**config.mk**
```make
export PLATFORM = sky130hd
export DESIGN_NAME = pid_controller_slew_limited
export DESIGN_NICKNAME = d
export VERILOG_FILES = /design/src/sv/pidsl_pkg.sv /design/src/sv/pid_controller_slew_limited.sv /design/src/sv/pidsl_mul.sv /design/src/sv/pidsl_div.sv
export SDC_FILE = /design/constraint.sdc
export NUM_CORES = 2
export LEC_CHECK = 0
export ABC_AREA = 0
export BUFFER_PORTS_ARGS = -buffer_cell sky130_fd_sc_hd__buf_2
export CORE_ASPECT_RATIO = 1.4
export CORE_MARGIN = 2
export CORE_UTILIZATION = 32
export CTS_CLUSTER_SIZE = 14
export DETAILED_ROUTE_END_ITERATION = 10
export REMOVE_ABC_BUFFERS = 1
export SLEW_MARGIN = 20
export SYNTH_ARGS = -nofsm -noshare
export SYNTH_HDL_FRONTEND = slang
export SYNTH_SLANG_ARGS = --single-unit
export TNS_END_PERCENT = 10
```
**constraint.sdc**
```tcl
create_clock -name clk -period 19.4 [get_ports clk]
set_input_delay 0.97 -clock clk [delete_from_list [all_inputs] [get_ports clk]]
set_output_delay 0.97 -clock clk [all_outputs]
set_load 0.03 [all_outputs]
```
**src/sv/pidsl_pkg.sv**
```systemverilog
package pidsl_pkg;

    localparam int WARMUP_DEFAULT = 5;

    localparam int ERR_W   = 16;
    localparam int TS_W    = 32;
    localparam int DRIVE_W = 16;
    localparam int GAIN_W  = 16;
    localparam int LIMIT_W = 31;
    localparam int EPS_W   = 15;
    localparam int SLEW_W  = 16;
    localparam int MAXO_W  = 15;

    localparam int IN_DATA_W  = 48;
    localparam int OUT_DATA_W = 16;
    localparam int CFG_IDX_W  = 3;
    localparam int CFG_DATA_W = 32;

    localparam int MUL_A_W = 17;
    localparam int MUL_B_W = 33;
    localparam int MUL_P_W = 50;
    localparam int DIV_W   = 32;

    localparam int PP_W    = 32;
    localparam int ED_W    = 48;
    localparam int STEP_W  = 48;
    localparam int INT_W   = 32;
    localparam int PD_W    = 34;
    localparam int CLAMP_W = 25;

    localparam logic [CFG_IDX_W-1:0] CFG_GAIN_P         = 3'd0;
    localparam logic [CFG_IDX_W-1:0] CFG_GAIN_I         = 3'd1;
    localparam logic [CFG_IDX_W-1:0] CFG_GAIN_D         = 3'd2;
    localparam logic [CFG_IDX_W-1:0] CFG_INTEGRAL_LIMIT = 3'd3;
    localparam logic [CFG_IDX_W-1:0] CFG_EPSILON        = 3'd4;
    localparam logic [CFG_IDX_W-1:0] CFG_SLEW_RATE      = 3'd5;
    localparam logic [CFG_IDX_W-1:0] CFG_ZERO_ON_CROSS  = 3'd6;
    localparam logic [CFG_IDX_W-1:0] CFG_MAX_OUTPUT     = 3'd7;

    localparam logic [MAXO_W-1:0] MAX_OUTPUT_RESET = 15'd127;

    typedef struct packed {
        logic busy;
        logic done;
    } unit_stat_t;

endpackage

```
**src/sv/pid_controller_slew_limited.sv**
```systemverilog
// PID controller with anti-windup and output slew limit.
// Input items arrive on the s_axis channel: tdata holds error_sample in bits
// 15:0 and timestamp_ms in bits 47:16. Each accepted item produces exactly one
// drive value on the m_axis channel, in tdata bits 15:0.
// Gains, limits, slew rate and flags are written on the cfg channel, which is
// always ready; write registers only while no item is in flight.
// One item is worked on at a time. The five products go through one shared
// shift-and-add multiplier, and the derivative quotient through a restoring
// divider that runs beside the multiplier. The next item is accepted only
// after the previous result has been placed in the output register.
// A finished result waits in an output register; while the receiver stalls
// the block can still accept and process the next item, and holds that
// result in its final step until the output register frees up.
// Reset clears the history, the integral and the warm-up count, and sets all
// registers to their defaults. The first samples after reset drive zero.
module pid_controller_slew_limited #(
    parameter int WARMUP_SAMPLES = pidsl_pkg::WARMUP_DEFAULT
) (
    input  logic                                clk,
    input  logic                                rst_n,
    input  logic                                s_axis_tvalid,
    output logic                                s_axis_tready,
    // Bits from lowest: error_sample [15:0], timestamp_ms [47:16].
    input  logic [pidsl_pkg::IN_DATA_W-1:0]     s_axis_tdata,
    output logic                                m_axis_tvalid,
    input  logic                                m_axis_tready,
    // Bits from lowest: drive [15:0].
    output logic [pidsl_pkg::OUT_DATA_W-1:0]    m_axis_tdata,
    input  logic                                cfg_valid,
    output logic                                cfg_ready,
    input  logic [pidsl_pkg::CFG_IDX_W-1:0]     cfg_index,
    input  logic [pidsl_pkg::CFG_DATA_W-1:0]    cfg_data
);
    import pidsl_pkg::*;

    localparam int WarmW = $clog2(WARMUP_SAMPLES + 2);
    localparam logic [WarmW-1:0] WarmLimit = WarmW'(WARMUP_SAMPLES);
    localparam logic [WarmW-1:0] WarmSat   = WarmW'(WARMUP_SAMPLES + 1);

    typedef enum logic [9:0] {
        S_IDLE  = 10'b0000000001,
        S_MUL   = 10'b0000000010,
        S_DIVW  = 10'b0000000100,
        S_INT1  = 10'b0000001000,
        S_INT2  = 10'b0000010000,
        S_OUTQ  = 10'b0000100000,
        S_SLEW1 = 10'b0001000000,
        S_SLEW2 = 10'b0010000000,
        S_CLAMP = 10'b0100000000,
        S_FIN   = 10'b1000000000
    } state_t;

    typedef enum logic [2:0] {
        OP_D,
        OP_P,
        OP_E,
        OP_S,
        OP_I
    } op_t;

    // Configuration registers.
    logic signed [GAIN_W-1:0] gain_p_reg;
    logic signed [GAIN_W-1:0] gain_i_reg;
    logic signed [GAIN_W-1:0] gain_d_reg;
    logic [LIMIT_W-1:0]       limit_reg;
    logic [EPS_W-1:0]         eps_reg;
    logic [SLEW_W-1:0]        slew_reg;
    logic                     zoc_reg;
    logic [MAXO_W-1:0]        maxo_reg;

    // Control and controller state.
    state_t                   state_reg, state_next;
    op_t                      op_reg, op_next;
    logic                     issue_reg, issue_next;
    logic                     out_valid_reg;
    logic                     out_load;
    logic signed [ERR_W-1:0]  prev_err_reg, prev_err_next;
    logic [TS_W-1:0]          prev_time_reg, prev_time_next;
    logic signed [INT_W-1:0]  integ_reg, integ_next;
    logic signed [DRIVE_W-1:0] prev_drive_reg, prev_drive_next;
    logic [WarmW-1:0]         warm_reg, warm_next;

    // Working values of the current item.
    logic signed [ERR_W-1:0]   e_reg, e_next;
    logic [TS_W-1:0]           dt_reg, dt_next;
    logic signed [ERR_W:0]     de_reg, de_next;
    logic                      cross_reg, cross_next;
    logic                      dtz_reg, dtz_next;
    logic                      qneg_reg, qneg_next;
    logic signed [PP_W-1:0]    pp_reg, pp_next;
    logic signed [ED_W-1:0]    ed_reg, ed_next;
    logic [STEP_W-1:0]         step_reg, step_next;
    logic signed [PD_W-1:0]    pd_reg, pd_next;
    logic signed [MUL_P_W-1:0] cand_reg, cand_next;
    logic signed [MUL_P_W-1:0] outq_reg, outq_next;
    logic signed [MUL_P_W-1:0] diff_reg, diff_next;
    logic signed [MUL_P_W-1:0] newq_reg, newq_next;
    logic signed [CLAMP_W-1:0] clamp_reg, clamp_next;
    logic [DRIVE_W-1:0]        out_data_reg, out_data_next;

    // Arithmetic units: the shared multiplier and the divider.
    logic signed [MUL_A_W-1:0] mul_a;
    logic signed [MUL_B_W-1:0] mul_b;
    logic                      mul_start;
    logic signed [MUL_P_W-1:0] mul_prod;
    unit_stat_t                mul_stat;
    logic                      div_start;
    logic [DIV_W-1:0]          div_num;
    logic [DIV_W-1:0]          div_quo;
    unit_stat_t                div_stat;

    // Combinational helpers.
    logic signed [ERR_W-1:0]   err_in;
    logic [TS_W-1:0]           ts_in;
    logic                      accept;
    logic                      warm;
    logic signed [DIV_W:0]     q_full;
    logic signed [PD_W-1:0]    lim_pd;
    logic                      pd_small;
    logic [ERR_W-1:0]          emag;
    logic signed [INT_W-1:0]   base_int;
    logic signed [MUL_P_W-1:0] lim_int;
    logic signed [MUL_P_W-1:0] int_clamped;
    logic signed [MUL_P_W-1:0] m_q8;
    logic signed [MUL_P_W-1:0] base_q8;
    logic signed [MUL_P_W-1:0] step_w;
    logic signed [MUL_P_W-1:0] out_clamped;
    logic                      cneg;
    logic [CLAMP_W-1:0]        cmag;
    logic [DRIVE_W-1:0]        dmag;
    logic [DRIVE_W-1:0]        drive_val;

    assign err_in = s_axis_tdata[ERR_W-1:0];
    assign ts_in  = s_axis_tdata[ERR_W +: TS_W];

    assign s_axis_tready = (state_reg == S_IDLE);
    assign accept        = s_axis_tvalid && s_axis_tready;
    assign cfg_ready     = 1'b1;
    assign m_axis_tvalid = out_valid_reg;
    assign m_axis_tdata  = out_data_reg;

    assign warm = (warm_reg < WarmLimit);

    always_ff @(posedge clk or negedge rst_n)
    begin
        if (!rst_n)
        begin
            gain_p_reg <= '0;
            gain_i_reg <= '0;
            gain_d_reg <= '0;
            limit_reg  <= '0;
            eps_reg    <= '0;
            slew_reg   <= '0;
            zoc_reg    <= 1'b0;
            maxo_reg   <= MAX_OUTPUT_RESET;
        end
        else if (cfg_valid && cfg_ready)
        begin
            case (cfg_index)
                CFG_GAIN_P:         gain_p_reg <= cfg_data[GAIN_W-1:0];
                CFG_GAIN_I:         gain_i_reg <= cfg_data[GAIN_W-1:0];
                CFG_GAIN_D:         gain_d_reg <= cfg_data[GAIN_W-1:0];
                CFG_INTEGRAL_LIMIT: limit_reg  <= cfg_data[LIMIT_W-1:0];
                CFG_EPSILON:        eps_reg    <= cfg_data[EPS_W-1:0];
                CFG_SLEW_RATE:      slew_reg   <= cfg_data[SLEW_W-1:0];
                CFG_ZERO_ON_CROSS:  zoc_reg    <= cfg_data[0];
                CFG_MAX_OUTPUT:     maxo_reg   <= cfg_data[MAXO_W-1:0];
                default:            ;
            endcase
        end
    end

    // Operand selection for the shared multiplier.
    always_comb
    begin
        case (op_reg)
            OP_D:
            begin
                mul_a = MUL_A_W'(gain_d_reg);
                mul_b = MUL_B_W'(de_reg);
            end
            OP_P:
            begin
                mul_a = MUL_A_W'(gain_p_reg);
                mul_b = MUL_B_W'(e_reg);
            end
            OP_E:
            begin
                mul_a = MUL_A_W'(e_reg);
                mul_b = $signed({1'b0, dt_reg});
            end
            OP_S:
            begin
                mul_a = $signed({1'b0, slew_reg});
                mul_b = $signed({1'b0, dt_reg});
            end
            OP_I:
            begin
                mul_a = MUL_A_W'(gain_i_reg);
                mul_b = MUL_B_W'(integ_reg);
            end
            default:
            begin
                mul_a = '0;
                mul_b = '0;
            end
        endcase
    end

    assign mul_start = (state_reg == S_MUL) && issue_reg;
    assign div_start = (state_reg == S_MUL) && mul_stat.done && (op_reg == OP_D);
    assign div_num   = mul_prod[MUL_P_W-1] ? (DIV_W'(0) - mul_prod[DIV_W-1:0])
                                           : mul_prod[DIV_W-1:0];

    pidsl_mul u_mul (
        .clk   (clk),
        .rst_n (rst_n),
        .start (mul_start),
        .a     (mul_a),
        .b     (mul_b),
        .stat  (mul_stat),
        .prod  (mul_prod)
    );

    pidsl_div u_div (
        .clk   (clk),
        .rst_n (rst_n),
        .start (div_start),
        .num   (div_num),
        .den   (dt_reg),
        .stat  (div_stat),
        .quo   (div_quo)
    );

    // Datapath terms used by the steps of the sequencer.
    always_comb
    begin
        if (dtz_reg)
        begin
            q_full = '0;
        end
        else if (qneg_reg)
        begin
            q_full = -$signed({1'b0, div_quo});
        end
        else
        begin
            q_full = $signed({1'b0, div_quo});
        end

        lim_pd   = $signed(PD_W'({maxo_reg, 8'd0}));
        pd_small = (pd_reg < lim_pd) && (pd_reg > -lim_pd);
        emag     = e_reg[ERR_W-1] ? (ERR_W'(0) - e_reg) : e_reg;
        base_int = (zoc_reg && cross_reg) ? '0 : integ_reg;

        lim_int = $signed(MUL_P_W'(limit_reg));
        if (cand_reg > lim_int)
        begin
            int_clamped = lim_int;
        end
        else if (cand_reg < -lim_int)
        begin
            int_clamped = -lim_int;
        end
        else
        begin
            int_clamped = cand_reg;
        end

        m_q8    = $signed(MUL_P_W'({maxo_reg, 8'd0}));
        base_q8 = MUL_P_W'($signed({prev_drive_reg, 8'd0}));
        step_w  = $signed(MUL_P_W'(step_reg));

        if (newq_reg > m_q8)
        begin
            out_clamped = m_q8;
        end
        else if (newq_reg < -m_q8)
        begin
            out_clamped = -m_q8;
        end
        else
        begin
            out_clamped = newq_reg;
        end

        // Divide by 256 rounding toward zero.
        cneg      = clamp_reg[CLAMP_W-1];
        cmag      = cneg ? (CLAMP_W'(0) - clamp_reg) : clamp_reg;
        dmag      = DRIVE_W'(cmag[CLAMP_W-1:8]);
        drive_val = cneg ? (DRIVE_W'(0) - dmag) : dmag;
    end

    always_comb
    begin
        state_next      = state_reg;
        op_next         = op_reg;
        issue_next      = issue_reg;
        out_load        = 1'b0;
        prev_err_next   = prev_err_reg;
        prev_time_next  = prev_time_reg;
        integ_next      = integ_reg;
        prev_drive_next = prev_drive_reg;
        warm_next       = warm_reg;
        e_next          = e_reg;
        dt_next         = dt_reg;
        de_next         = de_reg;
        cross_next      = cross_reg;
        dtz_next        = dtz_reg;
        qneg_next       = qneg_reg;
        pp_next         = pp_reg;
        ed_next         = ed_reg;
        step_next       = step_reg;
        pd_next         = pd_reg;
        cand_next       = cand_reg;
        outq_next       = outq_reg;
        diff_next       = diff_reg;
        newq_next       = newq_reg;
        clamp_next      = clamp_reg;
        out_data_next   = out_data_reg;

        case (state_reg)
            S_IDLE:
            begin
                if (accept)
                begin
                    e_next         = err_in;
                    dt_next        = ts_in - prev_time_reg;
                    dtz_next       = (ts_in == prev_time_reg);
                    de_next        = (ERR_W + 1)'(err_in) - (ERR_W + 1)'(prev_err_reg);
                    cross_next     = (err_in[ERR_W-1] != prev_err_reg[ERR_W-1])
                                     || ((err_in == '0) != (prev_err_reg == '0));
                    prev_err_next  = err_in;
                    prev_time_next = ts_in;
                    op_next        = OP_D;
                    issue_next     = 1'b1;
                    state_next     = S_MUL;
                end
            end
            S_MUL:
            begin
                if (issue_reg)
                begin
                    issue_next = 1'b0;
                end
                if (mul_stat.done)
                begin
                    case (op_reg)
                        OP_D:
                        begin
                            qneg_next  = mul_prod[MUL_P_W-1];
                            op_next    = OP_P;
                            issue_next = 1'b1;
                        end
                        OP_P:
                        begin
                            pp_next    = mul_prod[PP_W-1:0];
                            op_next    = OP_E;
                            issue_next = 1'b1;
                        end
                        OP_E:
                        begin
                            ed_next    = mul_prod[ED_W-1:0];
                            op_next    = OP_S;
                            issue_next = 1'b1;
                        end
                        OP_S:
                        begin
                            step_next  = mul_prod[STEP_W-1:0];
                            state_next = S_DIVW;
                        end
                        OP_I:
                        begin
                            state_next = S_OUTQ;
                        end
                        default:
                        begin
                            state_next = S_IDLE;
                        end
                    endcase
                end
            end
            S_DIVW:
            begin
                if (!div_stat.busy)
                begin
                    pd_next    = PD_W'(pp_reg) + PD_W'(q_full);
                    state_next = S_INT1;
                end
            end
            S_INT1:
            begin
                if (!pd_small)
                begin
                    cand_next = MUL_P_W'(base_int);
                end
                else if (emag > {1'b0, eps_reg})
                begin
                    cand_next = MUL_P_W'(base_int) + MUL_P_W'(ed_reg);
                end
                else
                begin
                    cand_next = '0;
                end
                state_next = S_INT2;
            end
            S_INT2:
            begin
                integ_next = int_clamped[INT_W-1:0];
                op_next    = OP_I;
                issue_next = 1'b1;
                state_next = S_MUL;
            end
            S_OUTQ:
            begin
                outq_next  = MUL_P_W'(pd_reg) + mul_prod;
                state_next = S_SLEW1;
            end
            S_SLEW1:
            begin
                diff_next  = outq_reg - base_q8;
                state_next = S_SLEW2;
            end
            S_SLEW2:
            begin
                if (!dtz_reg && ((diff_reg > step_w) || (diff_reg < -step_w)))
                begin
                    newq_next = diff_reg[MUL_P_W-1] ? (base_q8 - step_w)
                                                    : (base_q8 + step_w);
                end
                else
                begin
                    newq_next = outq_reg;
                end
                state_next = S_CLAMP;
            end
            S_CLAMP:
            begin
                clamp_next = out_clamped[CLAMP_W-1:0];
                state_next = S_FIN;
            end
            S_FIN:
            begin
                if (!out_valid_reg || m_axis_tready)
                begin
                    out_load = 1'b1;
                    if (warm)
                    begin
                        out_data_next = '0;
                    end
                    else
                    begin
                        out_data_next   = drive_val;
                        prev_drive_next = drive_val;
                    end
                    if (warm_reg != WarmSat)
                    begin
                        warm_next = warm_reg + 1'b1;
                    end
                    state_next = S_IDLE;
                end
            end
            default:
            begin
                state_next = S_IDLE;
            end
        endcase
    end

    always_ff @(posedge clk or negedge rst_n)
    begin
        if (!rst_n)
        begin
            state_reg      <= S_IDLE;
            op_reg         <= OP_D;
            issue_reg      <= 1'b0;
            out_valid_reg  <= 1'b0;
            prev_err_reg   <= '0;
            prev_time_reg  <= '0;
            integ_reg      <= '0;
            prev_drive_reg <= '0;
            warm_reg       <= '0;
        end
        else
        begin
            state_reg      <= state_next;
            op_reg         <= op_next;
            issue_reg      <= issue_next;
            prev_err_reg   <= prev_err_next;
            prev_time_reg  <= prev_time_next;
            integ_reg      <= integ_next;
            prev_drive_reg <= prev_drive_next;
            warm_reg       <= warm_next;
            if (out_load)
            begin
                out_valid_reg <= 1'b1;
            end
            else if (m_axis_tready)
            begin
                out_valid_reg <= 1'b0;
            end
        end
    end

    always_ff @(posedge clk)
    begin
        e_reg        <= e_next;
        dt_reg       <= dt_next;
        de_reg       <= de_next;
        cross_reg    <= cross_next;
        dtz_reg      <= dtz_next;
        qneg_reg     <= qneg_next;
        pp_reg       <= pp_next;
        ed_reg       <= ed_next;
        step_reg     <= step_next;
        pd_reg       <= pd_next;
        cand_reg     <= cand_next;
        outq_reg     <= outq_next;
        diff_reg     <= diff_next;
        newq_reg     <= newq_next;
        clamp_reg    <= clamp_next;
        out_data_reg <= out_data_next;
    end

endmodule

```
**src/sv/pidsl_mul.sv**
```systemverilog
module pidsl_mul (
    input  logic                                 clk,
    input  logic                                 rst_n,
    input  logic                                 start,
    input  logic signed [pidsl_pkg::MUL_A_W-1:0] a,
    input  logic signed [pidsl_pkg::MUL_B_W-1:0] b,
    output pidsl_pkg::unit_stat_t                stat,
    output logic signed [pidsl_pkg::MUL_P_W-1:0] prod
);
    import pidsl_pkg::*;

    localparam int CntW = $clog2(MUL_A_W);
    localparam logic [CntW-1:0] LastBit = CntW'(MUL_A_W - 1);

    logic [MUL_A_W-1:0]        a_reg;
    logic signed [MUL_P_W-1:0] b_reg;
    logic signed [MUL_P_W-1:0] acc_reg;
    logic signed [MUL_P_W-1:0] acc_next;
    logic signed [MUL_P_W-1:0] addend;
    logic [CntW-1:0]           cnt_reg;
    logic                      busy_reg;
    logic                      done_reg;

    // The top bit of the multiplier carries negative weight.
    always_comb
    begin
        addend = a_reg[0] ? b_reg : '0;
        if (cnt_reg == LastBit)
        begin
            acc_next = acc_reg - addend;
        end
        else
        begin
            acc_next = acc_reg + addend;
        end
    end

    always_ff @(posedge clk or negedge rst_n)
    begin
        if (!rst_n)
        begin
            busy_reg <= 1'b0;
            done_reg <= 1'b0;
            cnt_reg  <= '0;
        end
        else if (start)
        begin
            busy_reg <= 1'b1;
            done_reg <= 1'b0;
            cnt_reg  <= '0;
        end
        else if (busy_reg)
        begin
            if (cnt_reg == LastBit)
            begin
                busy_reg <= 1'b0;
                done_reg <= 1'b1;
            end
            else
            begin
                cnt_reg <= cnt_reg + 1'b1;
            end
        end
        else
        begin
            done_reg <= 1'b0;
        end
    end

    always_ff @(posedge clk)
    begin
        if (start)
        begin
            a_reg   <= a;
            b_reg   <= MUL_P_W'(b);
            acc_reg <= '0;
        end
        else if (busy_reg)
        begin
            a_reg   <= a_reg >> 1;
            b_reg   <= b_reg <<< 1;
            acc_reg <= acc_next;
        end
    end

    assign prod = acc_reg;
    assign stat = '{busy: busy_reg, done: done_reg};

endmodule

```
**src/sv/pidsl_div.sv**
```systemverilog
module pidsl_div (
    input  logic                          clk,
    input  logic                          rst_n,
    input  logic                          start,
    input  logic [pidsl_pkg::DIV_W-1:0]   num,
    input  logic [pidsl_pkg::DIV_W-1:0]   den,
    output pidsl_pkg::unit_stat_t         stat,
    output logic [pidsl_pkg::DIV_W-1:0]   quo
);
    import pidsl_pkg::*;

    localparam int CntW = $clog2(DIV_W);
    localparam logic [CntW-1:0] LastStep = CntW'(DIV_W - 1);

    logic [DIV_W-1:0] rem_reg;
    logic [DIV_W-1:0] rem_next;
    logic [DIV_W-1:0] quo_reg;
    logic [DIV_W-1:0] quo_next;
    logic [DIV_W-1:0] den_reg;
    logic [DIV_W:0]   shifted;
    logic [DIV_W:0]   trial;
    logic             fits;
    logic [CntW-1:0]  cnt_reg;
    logic             busy_reg;
    logic             done_reg;

    // Restoring division, one quotient bit per cycle, most significant first.
    always_comb
    begin
        shifted  = {rem_reg, quo_reg[DIV_W-1]};
        trial    = shifted - {1'b0, den_reg};
        fits     = (shifted >= {1'b0, den_reg});
        rem_next = fits ? trial[DIV_W-1:0] : shifted[DIV_W-1:0];
        quo_next = {quo_reg[DIV_W-2:0], fits};
    end

    always_ff @(posedge clk or negedge rst_n)
    begin
        if (!rst_n)
        begin
            busy_reg <= 1'b0;
            done_reg <= 1'b0;
            cnt_reg  <= '0;
        end
        else if (start)
        begin
            busy_reg <= 1'b1;
            done_reg <= 1'b0;
            cnt_reg  <= '0;
        end
        else if (busy_reg)
        begin
            if (cnt_reg == LastStep)
            begin
                busy_reg <= 1'b0;
                done_reg <= 1'b1;
            end
            else
            begin
                cnt_reg <= cnt_reg + 1'b1;
            end
        end
        else
        begin
            done_reg <= 1'b0;
        end
    end

    always_ff @(posedge clk)
    begin
        if (start)
        begin
            rem_reg <= '0;
            quo_reg <= num;
            den_reg <= den;
        end
        else if (busy_reg)
        begin
            rem_reg <= rem_next;
            quo_reg <= quo_next;
        end
    end

    assign quo  = quo_reg;
    assign stat = '{busy: busy_reg, done: done_reg};

endmodule

```
**Yosys cells after proc, flatten, opt, wreduce, memory -nomap -nowiden**

Cells that the tools add are included.
Widths: inputs -> output; s select.

- Eq/ne operators: 36
- Magnitude comparators: 11
- Muxes and demuxes: 59
- Add/sub/neg operators: 23
- Bitwise logic cells: 2
- Reductions and logical operators: 44

Operators by type and width:

| kind | number |
|---|---|
| $mux 50 | 8 |
| $mux 32 | 7 |
| $lt 50x50->1 | 3 |
| $pmux 33 s4 | 1 |
| $pmux 10 s10 | 1 |
| $pmux 17 s5 | 1 |
| $mux 33 | 2 |
| $sub 32x32->32 | 2 |
| $add 24x49->50 | 1 |
| $add 34x50->50 | 1 |
| $add 50x50->50 | 1 |
| $gt 50x24->1 | 1 |
| $gt 50x32->1 | 1 |
| $gt 50x49->1 | 1 |
| $neg 23->50 | 1 |
| $neg 31->50 | 1 |
| $neg 48->50 | 1 |
| $sub 24x49->50 | 1 |
| $sub 50x24->50 | 1 |
| $sub 50x50->50 | 1 |
| $add 32x48->49 | 1 |
| $mux 10 | 4 |
| $add 32x33->34 | 1 |
| $gt 34x34->1 | 1 |
| 57 further kinds | 131 |

- Register bits after elaboration: 937
- Input bits: 88
- Word-level logic and storage cells: 220
- Output and inout bits: 19

**Logic depth before layout (Yosys ltp)**

- Depth in word-level cells: 5
- Mapped depth: 25
- Mapped depth without buffers: 21

**Modules after synthesis**

Synthesis repeated with hierarchy kept, for this count alone.

- Cell total of the unflattened synthesis: 7,245
- Area, all modules: 68,466.9 µm²

Modules (own cells, without submodules):

| module | cells an instance | instances | seq. area each (µm²) | area each (µm²) |
|---|---|---|---|---|
| pid_controller_slew_limited | 5,617 | 1 | 20,129.3 | 53,467.5 |
| pidsl_mul | 1,059 | 1 | 3,188.1 | 9,146.3 |
| pidsl_div | 569 | 1 | 2,737.6 | 5,853.1 |

**Least setup slack after synthesis**

Ideal clock, no wire load.

- Path kind: reg-to-reg
- Start: register state_reg[4]
- End: register ed_reg[0] (enable)
- Arrival: 6,590 ps
- Period minus slack after synthesis: 7,162 ps
- Path buffers: 1
- Path slack: 12,238 ps
- Data required time: 18,827 ps
- Library setup time: 573 ps
- Stages on the path, launching flop included: 8
- Cells stage by stage: dfrtp_1 -> clkbuf_1 -> or4_1 -> nor3_1 -> nand2_1 -> nor3b_2 -> nand2_1 -> nor4_1

- Word-level cells in the longest chain between the ends: 2

Ends and longest elaborated chain:

| element | line | text |
|---|---|---|
| from (decl) | pid_controller_slew_limited.sv:72 | `state_t state_reg, state_next;` |
| from (signal assigned) | pid_controller_slew_limited.sv:486 | `state_reg <= state_next;` |
| $eq 10x2->1 | pid_controller_slew_limited.sv:322 | `case (state_reg)` |
| $reduce_and 3->1 (no source line) | - |  |
| to (signal assigned) | pid_controller_slew_limited.sv:514 | `ed_reg <= ed_next;` |
| to (decl) | pid_controller_slew_limited.sv:91 | `logic signed [ED_W-1:0] ed_reg, ed_next;` |

No other way between the ends.
A chain may end at the register's enable or synchronous reset.

**Worst setup path after layout**

- Start: register step_reg[2]
- End: register newq_reg[4], data pin

- Word-level cells in the longest chain between the ends: 5
- Elaborated cells on any way between the ends: 9
- Classes of those cells: add/sub (3); order compare (2); mux (2); reduce/logical (2)

Ends and longest elaborated chain:

| element | line | text |
|---|---|---|
| from (decl) | pid_controller_slew_limited.sv:92 | `logic [STEP_W-1:0] step_reg, step_next;` |
| from (signal assigned) | pid_controller_slew_limited.sv:515 | `step_reg <= step_next;` |
| $neg 48->50 | pid_controller_slew_limited.sv:426 | `if (!dtz_reg && ((diff_reg > step_w) \|\| (diff_reg < -step_w)))` |
| $lt 50x50->1 | pid_controller_slew_limited.sv:426 |  |
| $logic_or 1x1->1 | pid_controller_slew_limited.sv:426 |  |
| $logic_and 1x1->1 | pid_controller_slew_limited.sv:426 |  |
| $mux 50 (*) | pid_controller_slew_limited.sv:426 |  |
| to (signal assigned) | pid_controller_slew_limited.sv:520 | `newq_reg <= newq_next;` |
| to (decl) | pid_controller_slew_limited.sv:97 | `logic signed [MUL_P_W-1:0] newq_reg, newq_next;` |

Mark *: on every way between the ends. The rest lies on a longest branch, timed or not.

==> flow_metrics.env <==
export IMPL_slew_limit_headroom=0.262
export IMPL_via_count=54900
export IMPL_drcViolationCount=0
export IMPL_fp_dieW_um=393
export IMPL_post_route_min_period_ns=7.27
export IMPL_antenna_found_initial=5
export IMPL_clock_skew_final_ns=0.0744
export IMPL_h_tree_depth=3
export IMPL_overflow=0
export IMPL_sw_frac_of_total=0.404
export IMPL_power_frac_seq=0.332
export IMPL_ios=107
export IMPL_cellPowerDensity_nw_per_um2=125
export IMPL_finalWeightedCongestion=0.942
export IMPL_yosys_warnings=0
export IMPL_dp_hpwl_um=161000
export IMPL_synth_cell_types=93
export IMPL_cp_arrival_ns=7.77
export IMPL_async_flop_share=0.270
export IMPL_ys_seq_elements=936
export IMPL_end_kind="flip-flop"
export IMPL_maxCapViolCount=0
export IMPL_area_growth_pct=10.8
export IMPL_path_clk_slew_ns=0.06
export IMPL_ys_seq_area_frac=0.383
export IMPL_cts_root_buf="clkbuf_16"
export IMPL_post_cts_buffers=0
export IMPL_grt_first_pass_wirelength_um=316000
export IMPL_tightestPinTransition_ns=1.10
export IMPL_syn_area_um2=67900
export IMPL_ctsHoldBuffers=0
export IMPL_post_route_period_util=0.375
export IMPL_cts_resized=0
export IMPL_nets=8003
export IMPL_setup_viol_count_final=0
export IMPL_fmax_mhz=138
export IMPL_synth_edf_count=601
export IMPL_p_leak_nw=31.4
export IMPL_die_area_um2=216000
export IMPL_clock_path_buffers=3
export IMPL_clock_latency_ns=0.79
export IMPL_min_delay_path_class="in -> async"
export IMPL_crit_required_ns=19.90
export IMPL_antenna_left=0
export IMPL_whs_ns=0.112
export IMPL_status="finished clean"
export IMPL_io_buffers=104
export IMPL_p_clk_frac=0.216
export IMPL_grt_max_degree=106
export IMPL_coreArea_um2=211000
export IMPL_path_class="reg -> reg"
export IMPL_rows=200
export IMPL_initial_core_util=0.321
export IMPL_ir_drop_v=0.0000978
export IMPL_combPwrFrac=0.451
export IMPL_finalSetupTns_ns=0
export IMPL_die_y_um=549
export IMPL_cts_buffers=102
export IMPL_grt_use_total=0.185
export IMPL_dr_pass1_iters=6
export IMPL_drive_gt1_frac=0.0843
export IMPL_cts_tree="done"
export IMPL_viasPerCell=5.41
export IMPL_critPathMaxFanout=75
export IMPL_synthFlopType="edfxtp_1"
export IMPL_grt_pass1_vias=55100
export IMPL_avgRoutedWirePerCell_um=20.3
export IMPL_rsz0062_at_grt="false"
export IMPL_drt_iter0_markers=3720
export IMPL_syn_inst=7209
export IMPL_p_int_mw=5.61
export IMPL_drv_slew=0
export IMPL_final_hold_viol_count=0
export IMPL_synth_area_per_cell_um2=9.42
export IMPL_p_switching_mw=3.80
export IMPL_clock_sinks=936
export IMPL_start_kind="flip-flop"
export IMPL_drt_wl_total_um=206000
[final timing paths]
check                                       from                to  slack, ns  cells past startpoint
worst max-delay path                 step_reg[2]       newq_reg[4]      12.13                     19
worst min-delay path                       rst_n       eps_reg[11]       0.11                      1
worst max register to register       step_reg[2]       newq_reg[4]      12.13                     19
worst min register to register       outq_reg[3]       diff_reg[3]       0.45                      0
max in group asynchronous                  rst_n    u_mul.busy_reg      17.14                      3
min in group clk                s_axis_tdata[24]  prev_time_reg[8]       0.41                      3
[power groups by stage]
| stage | combinational [mW] | sequential, mW | clock [mW] |
|---|---|---|---|
| 2_1_floorplan | 3.15 | 3.05 | 0 |
| 3_3_place_gp | 4.13 | 3.15 | 0 |
| 3_5_place_dp | 4.21 | 3.16 | 0 |
| 4_1_cts | 4.24 | 3.12 | 2.08 |
| 5_1_grt | 4.76 | 3.18 | 2.15 |
| 6_report | 4.25 | 3.13 | 2.04 |
[worst max-delay path: stages, from the launching register on]
cell and delay, ns:
edfxtp_1 0.51, nor3_4 0.35, nand2_1 0.19, or3_1 0.46, or4_1 0.56, or4_1 0.53, or3_1 0.48, nand3b_1 0.48
nor2_1 0.26, xnor2_1 0.09, ha_1 0.18, a21o_1 0.15, a21o_1 0.16, a21oi_1 0.27, o21ai_0 0.39, a311o_1 0.49
a21oi_1 0.16, o31a_2 0.15, buf_4 0.62, mux2_2 0.41
[kinds of logic (layout without fill, tap and decap cells)]
kind of cell             count (synthesis)  after routing  synth area share
AO/OA/AOI/OAI                         2085           2085             0.195
AND/OR/NAND/NOR                       2075           2075             0.150
flip-flops                             936            936             0.383
adder cells (fa/ha/maj)                695            695             0.129
buffers and inverters                  651            750            0.0362
XOR/XNOR                               516            516            0.0666
multiplexers                           250            250            0.0396
other                                    1              7         0.0000552
[cells in the mapped netlist (153+ instances only)]
cell type,number,share of area
ha_1,686,0.13
nand2_1,615,0.034
edfxtp_1,601,0.27
a21oi_1,551,0.041
o21ai_0,523,0.039
nor2_1,474,0.026
inv_1,356,0.020
xnor2_1,333,0.043
a21o_1,282,0.031
clkbuf_1,264,0.015
dfrtp_1,245,0.090
xor2_1,183,0.024
nand3_1,153,0.011
[cells in the final DEF, fill, tap and decap left out, drive strengths merged, types with 183 or more instances in the layout]
cell type	synthesis	routed
edfxtp	601	601
dfrtp	245	245
xor2	183	183
a21oi	551	551
buf	25	196
xnor2	333	333
a21o	282	282
o21ai	526	526
nor2	475	475
nand2	616	616
inv	356	359
ha	686	686
[routing by layer]
| metal | track usage | wire length [um] | share of wire | vias to the layer above |
|---|---|---|---|---|
| met5 | 0 | 0 | 0 | - |
| met2 | 0.343 | 105000 | 0.51 | 1315 |
| met4 | 0.0848 | 9470 | 0.046 | 0 |
| li1 | - | - | - | 26700 |
| met1 | 0.213 | 83900 | 0.41 | 26500 |
| met3 | 0.0161 | 7030 | 0.034 | 377 |
[final cells by class]
cell class              count  area (um^2)
inverters                 362         1360
multi-input cells        5622        39500
clock inverters            54          619
flip-flops and latches    936        26000
clock buffers             138         2870
well taps                2828         3540
diodes                      6         15.0
fillers                 21300       136000
repair buffers            196         1240
[per-stage QoR]
stage                     instance area, um^2  worst slack (ns)  utilization  power (mW)  cells
after global placement                  71700             12.12        0.339        7.28   9943
after floorplan                         66800              9.34            -        6.20   6920
after CTS                               75200             12.03        0.356        9.45  10100
after global routing                    75200             11.86        0.356        10.1  10100
after detailed placement                71700             12.08        0.339        7.37   9943
final                                   75200             12.13        0.356        9.41  10100
Note: power is estimated with default switching activity, not from simulation.
